## src/ohlc_pkg.sv

```systemverilog
// ----------------------------------------------------------------------------
// ohlc_pkg
// widths, command types and constants shared by the bar aggregator
// ----------------------------------------------------------------------------
package ohlc_pkg;

  localparam int TIME_BITS   = 40;
  localparam int PRICE_BITS  = 40;
  localparam int VOLUME_BITS = 48;
  localparam int SIZE_BITS   = 32;
  localparam int PERIOD_BITS = 17;
  localparam int CNT_BITS    = $clog2(TIME_BITS);
  localparam int QUEUE_DEPTH = 2;
  localparam int QPTR_BITS   = $clog2(QUEUE_DEPTH);

  localparam logic [PERIOD_BITS-1:0] PERIOD_RESET = PERIOD_BITS'(60);

  typedef enum logic {
    OP_NEW,
    OP_UPDATE
  } bar_op_t;

  typedef struct packed {
    bar_op_t                op;
    logic [TIME_BITS-1:0]   start_time;
    logic [PRICE_BITS-1:0]  price;
    logic [SIZE_BITS-1:0]   size;
  } bar_cmd_t;

endpackage

```

## src/ohlc_queue.sv

```systemverilog
// ----------------------------------------------------------------------------
// ohlc_queue
// small fifo of classified tick commands between front and back
// ----------------------------------------------------------------------------
module ohlc_queue import ohlc_pkg::*; (
  input  logic      clk,
  input  logic      rst_n,
  input  logic      push_valid,
  output logic      push_ready,
  input  bar_cmd_t  push_cmd,
  output logic      pop_valid,
  input  logic      pop_ready,
  output bar_cmd_t  pop_cmd
);

  bar_cmd_t              mem_r [QUEUE_DEPTH];
  logic [QPTR_BITS-1:0]  wr_ptr_r;
  logic [QPTR_BITS-1:0]  rd_ptr_r;
  logic [QPTR_BITS:0]    count_r;
  logic                  do_push;
  logic                  do_pop;

  assign push_ready = (count_r != (QPTR_BITS+1)'(QUEUE_DEPTH));
  assign pop_valid  = (count_r != '0);
  assign pop_cmd    = mem_r[rd_ptr_r];
  assign do_push    = push_valid && push_ready;
  assign do_pop     = pop_valid && pop_ready;

  always_ff @(posedge clk) begin
    if (do_push) begin
      mem_r[wr_ptr_r] <= push_cmd;
    end
  end

  always_ff @(posedge clk) begin
    if (!rst_n) begin
      wr_ptr_r <= '0;
      rd_ptr_r <= '0;
      count_r  <= '0;
    end else begin
      if (do_push) begin
        wr_ptr_r <= wr_ptr_r + QPTR_BITS'(1);
      end
      if (do_pop) begin
        rd_ptr_r <= rd_ptr_r + QPTR_BITS'(1);
      end
      if (do_push && !do_pop) begin
        count_r <= count_r + (QPTR_BITS+1)'(1);
      end else if (do_pop && !do_push) begin
        count_r <= count_r - (QPTR_BITS+1)'(1);
      end
    end
  end

endmodule

```

## config.mk

```make
export PLATFORM = sky130hd
export DESIGN_NAME = ohlc_queue
export DESIGN_NICKNAME = d
export VERILOG_FILES = /design/src/ohlc_pkg.sv /design/src/ohlc_queue.sv
export SDC_FILE = /design/constraint.sdc
export NUM_CORES = 1
export LEC_CHECK = 0
export BUFFER_PORTS_ARGS = -buffer_cell sky130_fd_sc_hd__buf_4
export CAP_MARGIN = 25
export CORE_ASPECT_RATIO = 2
export CORE_MARGIN = 1.5
export CORE_UTILIZATION = 56
export CTS_CLUSTER_SIZE = 28
export DETAILED_ROUTE_END_ITERATION = 10
export PLACE_DENSITY = 0.86
export SYNTH_ARGS = -nofsm -noshare
export SYNTH_HDL_FRONTEND = slang
export SYNTH_SLANG_ARGS = --single-unit
```

## constraint.sdc

```tcl
create_clock -name clk -period 5.8 [get_ports clk]
set_clock_uncertainty 0.05 [all_clocks]
set_input_delay 1.16 -clock clk [delete_from_list [all_inputs] [get_ports clk]]
set_output_delay 1.16 -clock clk [all_outputs]
set_load 0.03 [all_outputs]
```

==> results.md, run 1 <==
- The flow ran to the end, and the final reports show no timing, DRC or antenna violations.
- The synthesized net count is 494.
- Using the TritonRoute via totals, the vias-per-cell ratio works out to 5.220.
- Setup repair after global routing left no endpoint under its margin.
- CTS built an H-tree with a depth of 1.
- The synthesized instance count is 376.
- Combinational logic is responsible for 33.0% of the overall power.
- The first global-routing pass estimated 24.31 mm of wire.
- The core region is 15210 µm².
- The number of hold violations in the final report is 0.
- Measured along the y axis, the die boundary spans 179.2 µm.
- The number of buffers on the longest clock path is 3.
- After Yosys synthesis, and, or, nand and nor cells account for 0.7487% of the synthesized area.
- The post-synthesis share of cell area spent on xor and xnor gates is 0.3024%.
- The initialized floorplan defines 64 standard-cell rows.
- The portion of netlist area occupied by mux cells is 17.67%.
- STA classifies the critical path startpoint as a flop.
- The synthesized area per cell is 23.11 µm².
- The synthesized netlist occupies a cell area of 8690 µm².
- The Yosys step of the flow raised 0 warnings.
- Counting every sink on the clock net gives 231.
- 232 I/O pins were placed.
- The routed wire length is 16.63 mm.
- The count of state elements after synthesis is 231.
- The worst pin sits at a relative slew slack of 39.95%.
- The number of slew-limit violations in the final report came to 0.
- The net switching fraction of the power is 30.92%.
- The maximum net fanout on the critical path is 59.
- The hold slack is 0.5278 ns.
- The peak supply drop is 0.4089 mV.
- The final setup violation count is 0.
- The arrival time reported for the critical path endpoint is 2.62 ns.
- The dominant combinational cell family by area after synthesis is multiplexers.
- The critical path is of the reg -> out type.
- The signed area change from the synthesized netlist to the final layout is 29.72%.
- The HPWL after detailed placement is 11.47 mm.
- The initial standard-cell utilization of the core is 57.11%.
- Summing the sequential cell areas from Yosys gives 79.25% of the chip area.
- The final cell area excluding filler cells is 11270 µm².
- The number of antenna diodes in the final layout is 0.
- The TritonCTS clock tree is yes.
- The endpoint type of the worst setup path is a primary output.
- The max-cap check violation count is 0.
- Entering global routing, the biggest net connects 78 pins.
- Synthesis instantiated 22 different standard cells from the library.
- Global routing finished with a remaining overflow of 0.
- The detailed router's first-iteration violation count is 197.
- The first TritonRoute pass finished after 4 iterations.
- At the later pin of the worst-skew pair, clock insertion delay measures 0.48 ns.
- The switching power total is 0.001607 W.
- The count of cells resized by post-cts repair is 0.
- The actual transition at the worst max-transition pin is 0.9008 ns.
- The number of global-route vias before repair came to 4635.
- The total of hold buffers inserted after clock tree synthesis is 0.
- At the end of the flow, the number of nets in the layout was 739.
- The number of post-CTS setup repair buffers is 0.
- Routability-driven placement finished with a final weighted congestion of 0.7582.
- The part of the power in registers is 42.4%.
- The class of the tightest hold or removal check is reg -> reg.
- After detailed routing, the average wire length per cell comes to 20.01 µm.
- The share of total power in the clock network is 24.6%.
- The total vias in the final route is 4338.
- The number of remaining DRC errors is 0.
- The number of placed cells counting well taps is 796.
- Summed over all cells, the static leakage comes to 4.317 nW.
- Global routing used 19.97% of the available tracks.
- The port buffer count is 231.
- The smallest clock period supported by the final layout is computed as 3.826 ns.
- For this run, the number of standard cells in the final layout without fillers is 831.
- From left edge to right edge, the die measures 91.08 µm.
- The post-route netlist has 60.98% of its cells at a drive strength greater than 1.
- The root buffer cell chosen for the clock tree is sky130_fd_sc_hd__clkbuf_16.
- The total clock buffers created by CTS is 19.
- The synthesized netlist devotes 0.4032% of its cell area to compound gates.
- Clock-pin slew was measured on the worst setup and hold paths at 0.06 ns.
- Summing all placed instances gives a cell area of 10590 µm².
- For this run, the top clock speed supported by timing is 261.3 MHz.
- The number of nets with antenna violations after detailed routing is 0.
- The internal power consumption is 0.003590 W.
- The final clock period utilization by the worst path is 65.97%.
- Power spread over the standard cell area amounts to 461.1 nW/µm².
- The initial antenna violation count is 0.
- At the worst endpoint, the required time is 4.59 ns.
- Setup total negative slack on the finished layout was measured at 0 ns.
- The share of synthesized cell area in full adder, half adder and majority cells is 0.1440%.
- The die covers 16320 µm².
-- logic make-up (layout without fill, tap and decap cells) --
group,after synthesis,count (layout)
XOR/XNOR,3,3
buffers and inverters,14,271
multiplexers,113,113
adder cells (fa/ha/maj),1,1
flip-flops,231,231
AO/OA/AOI/OAI,5,5
AND/OR/NAND/NOR,9,9
-- path summary, 6_finish.rpt --
kind                                              start                      end  slack (ns)  depth (start not counted)
worst max-delay path                               flop              pop_cmd[93]        1.97                          3
worst max register to register  count_r[0]$_SDFFE_PN0P_   mem_r[0][76]$_DFFE_PP_        3.48                          5
worst min register to register  count_r[1]$_SDFFE_PN0P_  count_r[1]$_SDFFE_PN0P_        0.53                          2
worst min-delay path            count_r[1]$_SDFFE_PN0P_  count_r[1]$_SDFFE_PN0P_        0.53                          2
-- sequential cells by signal, summed over array words and instances (netlist names), named ones only --
signal and count:
rd_ptr_r 1, mem_r 226, wr_ptr_r 1, count_r 2
-- synthesized netlist by cell type, drive strengths merged --
master | number | area, µm²
ha | 1 | 12.51
xnor2 | 2 | 17.52
and2 | 4 | 25.02
and3 | 1 | 6.260
dfxtp | 5 | 100.1
edfxtp | 226 | 6787
o21ai | 2 | 10.00
or2 | 1 | 6.260
inv | 1 | 3.750
nand3b | 1 | 7.510
a21boi | 2 | 15.02
mux2 | 113 | 1535
xor2 | 1 | 8.760
or3 | 1 | 6.260
a21bo | 1 | 10.01
nand2b | 1 | 13.76
buf | 13 | 125.1
-- layout make-up --
| class | instances | area [µm²] |
|---|---|---|
| Sequential cell | 231 | 6890 |
| Multi-Input combinational cell | 131 | 1679 |
| Fill cell | 925 | 3943 |
| Inverter | 1 | 6.256 |
| Tap cell | 198 | 247.7 |
| Clock buffer | 22 | 486.7 |
| Clock inverter | 11 | 142.6 |
| Timing Repair Buffer | 237 | 1819 |
-- routing by layer --
layer  vias to the layer above  part of all wire, %  track usage (%)
met3                        49                  6.7            4.495
met2                       190                   58            38.56
met5                         -                    0                0
li1                       1973                    -                -
met1                      2126                   30            19.15
met4                         0                  4.9            10.68
-- metrics by stage --
| stage | worst slack, ns | util [%] | power (W) |
|---|---|---|---|
| detailed placement | 2.467 | 69.59 | 0.003952 |
| finish | 1.974 | 74.09 | 0.005197 |
| global route | 1.859 | 74.09 | 0.005378 |
| global placement | 2.503 | 69.59 | 0.003907 |
| CTS | 1.949 | 73.73 | 0.005230 |
| floorplan | 1.446 | - | 0.003417 |
-- cells in the final DEF, fill, tap and decap left out, drive strengths merged --
cell type	n
or2	1
a21boi	2
dfxtp	5
bufinv	3
a21bo	1
clkinv	3
buf	237
xor2	1
ha	1
and2	4
clkbuf	22
and3	1
nand2b	1
inv	1
or3	1
mux2	113
clkinvlp	5
edfxtp	226
xnor2	2
o21ai	2
nand3b	1
-- worst max-delay path: stages, from the launching register on --
cell and delay (ns):
sky130_fd_sc_hd__dfxtp_4 0.90, sky130_fd_sc_hd__buf_4 0.58, sky130_fd_sc_hd__mux2_2 0.41, sky130_fd_sc_hd__buf_4 0.17
-- power by group through the flow --
stage	clock network, W	logic, W	registers, W
floorplan	0	0.00124	0.00218
global placement	0	0.00168	0.00223
detailed placement	0	0.00170	0.00225
CTS	0.00131	0.00171	0.00221
global route	0.00136	0.00179	0.00223
finish	0.00128	0.00171	0.00220
Power figures use the tool's default switching activity.
==> inputs of run 2 (changes only) <==
- CORE_UTILIZATION: 56 -> 52
- PLACE_DENSITY: 0.86 -> 0.81
- clock period: 5.8 -> 3.6 ns (I/O delays scaled with it)
==> run 2 against run 1 <==
Compared with the run above: clock-buffer cell count down 1; clock power up 55%; power up 60%; die area up 7.5%; register-to-register slack worse by 2.0 ns; setup slack worse by 1.3 ns; flip-flop and latch count unchanged; global-route usage down 1.3 points; wire length up 0.42%; first-iteration DRC count down 10%; sequential power up 60%; critical path depth unchanged.
==> results.md, run 2 (synthesis gave the netlist of run 1 again) <==
- The number of remaining DRC errors is 0 (unchanged).
- The worst register-to-register path begins at count_r[0]$_SDFFE_PN0P_.
- The total of hold buffers inserted after clock tree synthesis was 0 (unchanged).
- The max-cap check violation count is 0 (unchanged).
- TritonCTS built the clock tree.
- The area enclosed by the die boundary is 17540 µm² (+7.5%).
- Clock tree synthesis selected as its root buffer the cell sky130_fd_sc_hd__clkbuf_16.
- The total routing usage reported by global routing is 18.69% (-1.3 points).
- The total clock buffers created by CTS is 19 (unchanged).
- The accumulated negative setup slack is 0 ns (unchanged).
- The leakage component of the power is 4.332 nW (+0.35%).
- The port buffer count was 231 (unchanged).
- The required time of the worst setup path is 2.83 ns (-1.76 ns).
- The initial standard-cell utilization of the core is 53.41% (-3.7 points).
- The worst slack at placement came to 1.113 ns (-1.354 ns).
- The last weighted congestion value of the routability-driven placer was 0.7692 (+1.5%).
- The headroom to the max-slew limit is 56.16% (+16 points).
- The final clock period utilization by the worst path is 82.62%.
- The detailed router's first-iteration violation count is 177 (-10%).
- Among all stages on the critical path, the largest delay is contributed by sky130_fd_sc_hd__dfxtp_4.
- The non-filler instance count after layout is 839 (+0.96%).
- The arrival time reported for the critical path endpoint is 2.20 ns (-0.42 ns).
- The CTS H-tree depth is 1 (unchanged).
- The number of slew-limit violations in the final report came to 0 (unchanged).
- The routed wire length is 16.70 mm (+0.42%).
- The placement row count is 66 (+3.1%).
- The total of fill cells in the finished design was 1035 (+12%).
- The number of nets with antenna violations after detailed routing is 0 (unchanged).
- The diode insertion count for antenna repair is 0 (unchanged).
- The worst setup path is captured at a primary output.
- The top-level port count is 232 (unchanged).
- The post-DP HPWL is 11.96 mm (+4.3%).
- The largest stage delay on the critical path is 0.77 ns (-0.13 ns).
- Setup repair after global routing left no endpoint under its margin.
- The power per cell area is 737.3 nW/µm² (+60%).
- The area occupied by multi-input gates is 1679 µm² (unchanged).
- The final core utilization is 69.27% (-4.8 points).
- In this run the worst hold path is classified as in -> reg.
- The largest registers in the layout are mem_r: 226 flops, count_r: 2 flops.
- The core area was 16270 µm² (+6.9%).
- The number of global-route vias before repair is 4604 (-0.67%).
- The detailed-route wire length per cell was 19.91 µm (-0.54%).
- The floorplan die height is 185.8 µm (+3.7%).
- The clock slew seen by the registers of the worst setup and hold paths is 0.07 ns (about the same).
- The routed design could run at a clock period as short as 2.974 ns.
- The peak supply drop was 0.7693 mV (+88%).
- The post-route worst setup slack came to 0.6256 ns (-1.348 ns).
- The number of placed cells counting well taps is 806 (+1.3%).
- The maximum net fanout on the critical path was 43 (-27%).
- The final setup violation count is 0 (unchanged).
- The library cell used most frequently in the layout, excluding fill and tap cells, is sky130_fd_sc_hd__buf_4.
- The start-to-end type of the worst setup path is reg -> out.
- The pin count of the biggest net entering global routing is 57 (-27%).
- The number of hold violations in the final report is 0 (unchanged).
- The library cells used most frequently in the layout, excluding fill and tap cells, are sky130_fd_sc_hd__buf_4 (235), sky130_fd_sc_hd__edfxtp_1 (226), sky130_fd_sc_hd__mux2_4 (70).
- The flip-flop count of the largest register after layout was 226 (unchanged).
- The flow ran to the end, and the final reports show no timing, DRC or antenna violations.
- STA classifies the critical path startpoint as a flop.
- Static timing analysis puts the maximum clock frequency at 336.2 MHz.
- The number of detailed-route iterations in the first pass is 4 (unchanged).
- The signed area change from the synthesized netlist to the final layout is 29.68% (about the same).
- The global-route congestion overflow total is 0 (unchanged).
- The CTS sink count is 231 (unchanged).
- The worst hold path begins at push_cmd[101].
- The total vias in the final route is 4281 (-1.3%).
- The total number of nets in the final design was 741 (+0.27%).
- By instance count, the cell type seen most on the critical path is sky130_fd_sc_hd__buf_4.
- The actual transition at the worst max-transition pin came to 0.6576 ns (-0.2432 ns).
- The fraction of final layout cells with drive strength greater than 1 is 60.79% (-0.19 points).
- The insertion delay of the later-clocked pin in the worst-skew pair is 0.49 ns (about the same).
- Traced cell by cell, the critical path runs through buf_4 > mux2_2 > buf_4.
- The number of buffers on the longest clock path is 3 (unchanged).
- The first-pass GRT wire length is 24.01 mm (-1.2%).
- The flip-flop and latch area is 6890 µm² (unchanged).
- The detailed-route vias per instance is 5.103 (-2.3%).
- The initial antenna violation count was 0 (unchanged).
- The die width is 94.41 µm (+3.7%).
- The count of cells resized by post-cts repair was 0 (unchanged).
- The largest register by flop count is mem_r.
- The number of post-CTS setup repair buffers is 0 (unchanged).
[run 2: power breakdown]
group / switching (W) / internal (W)
Sequential: 0.000166 / 0.00336
Combinational: 0.00156 / 0.00125
Clock: 0.000866 / 0.00111
Total: 0.00259 / 0.00572
[run 2: worst paths after layout]
path / end / slack [ns] / cells past startpoint
setup / recovery: pop_cmd[4] / 0.63 / 3
setup reg to reg: mem_r[0][109]$_DFFE_PP_ / 1.53 / 4
hold reg to reg: flop / 0.54 / 2
hold / removal: mem_r[1][101]$_DFFE_PP_ / 0.36 / 1
[run 2: routing by layer]
layer	wire length (µm)	vias to the layer above	share of wire, %	track usage [%]
li1	-	1980	-	-
met1	5428	2082	33	18.79
met2	9420	171	56	35.31
met3	983	48	5.9	3.595
met4	868	0	5.2	9.672
met5	0	-	0	0
[run 2: critical path: cells and delay by family (launching register included)]
family	cells	cell delay, ns
buf+inv	2	0.55
flops	1	0.77
mux	1	0.37
[run 2: final cells by class]
| type | count | area share [%] |
|---|---|---|
| flip-flops and latches | 231 | 61.15 |
| repair buffers | 239 | 16.37 |
| multi-input cells | 131 | 14.90 |
| clock buffers | 21 | 4.286 |
| well taps | 204 | 2.265 |
| clock inverters | 12 | 0.9771 |
| inverters | 1 | 0.05552 |
[run 2: metrics by stage]
| stage | power, W | cell area [µm²] | hold slack (ns) |
|---|---|---|---|
| global route | 0.008625 | 11270 | 0.3398 |
| floorplan | 0.005496 | 8691 | 0.4624 |
| global placement | 0.006339 | 10680 | 0.4742 |
| finish | 0.008308 | 11270 | 0.3562 |
| detailed placement | 0.006420 | 10680 | 0.5279 |
| CTS | 0.008397 | 11270 | 0.3426 |
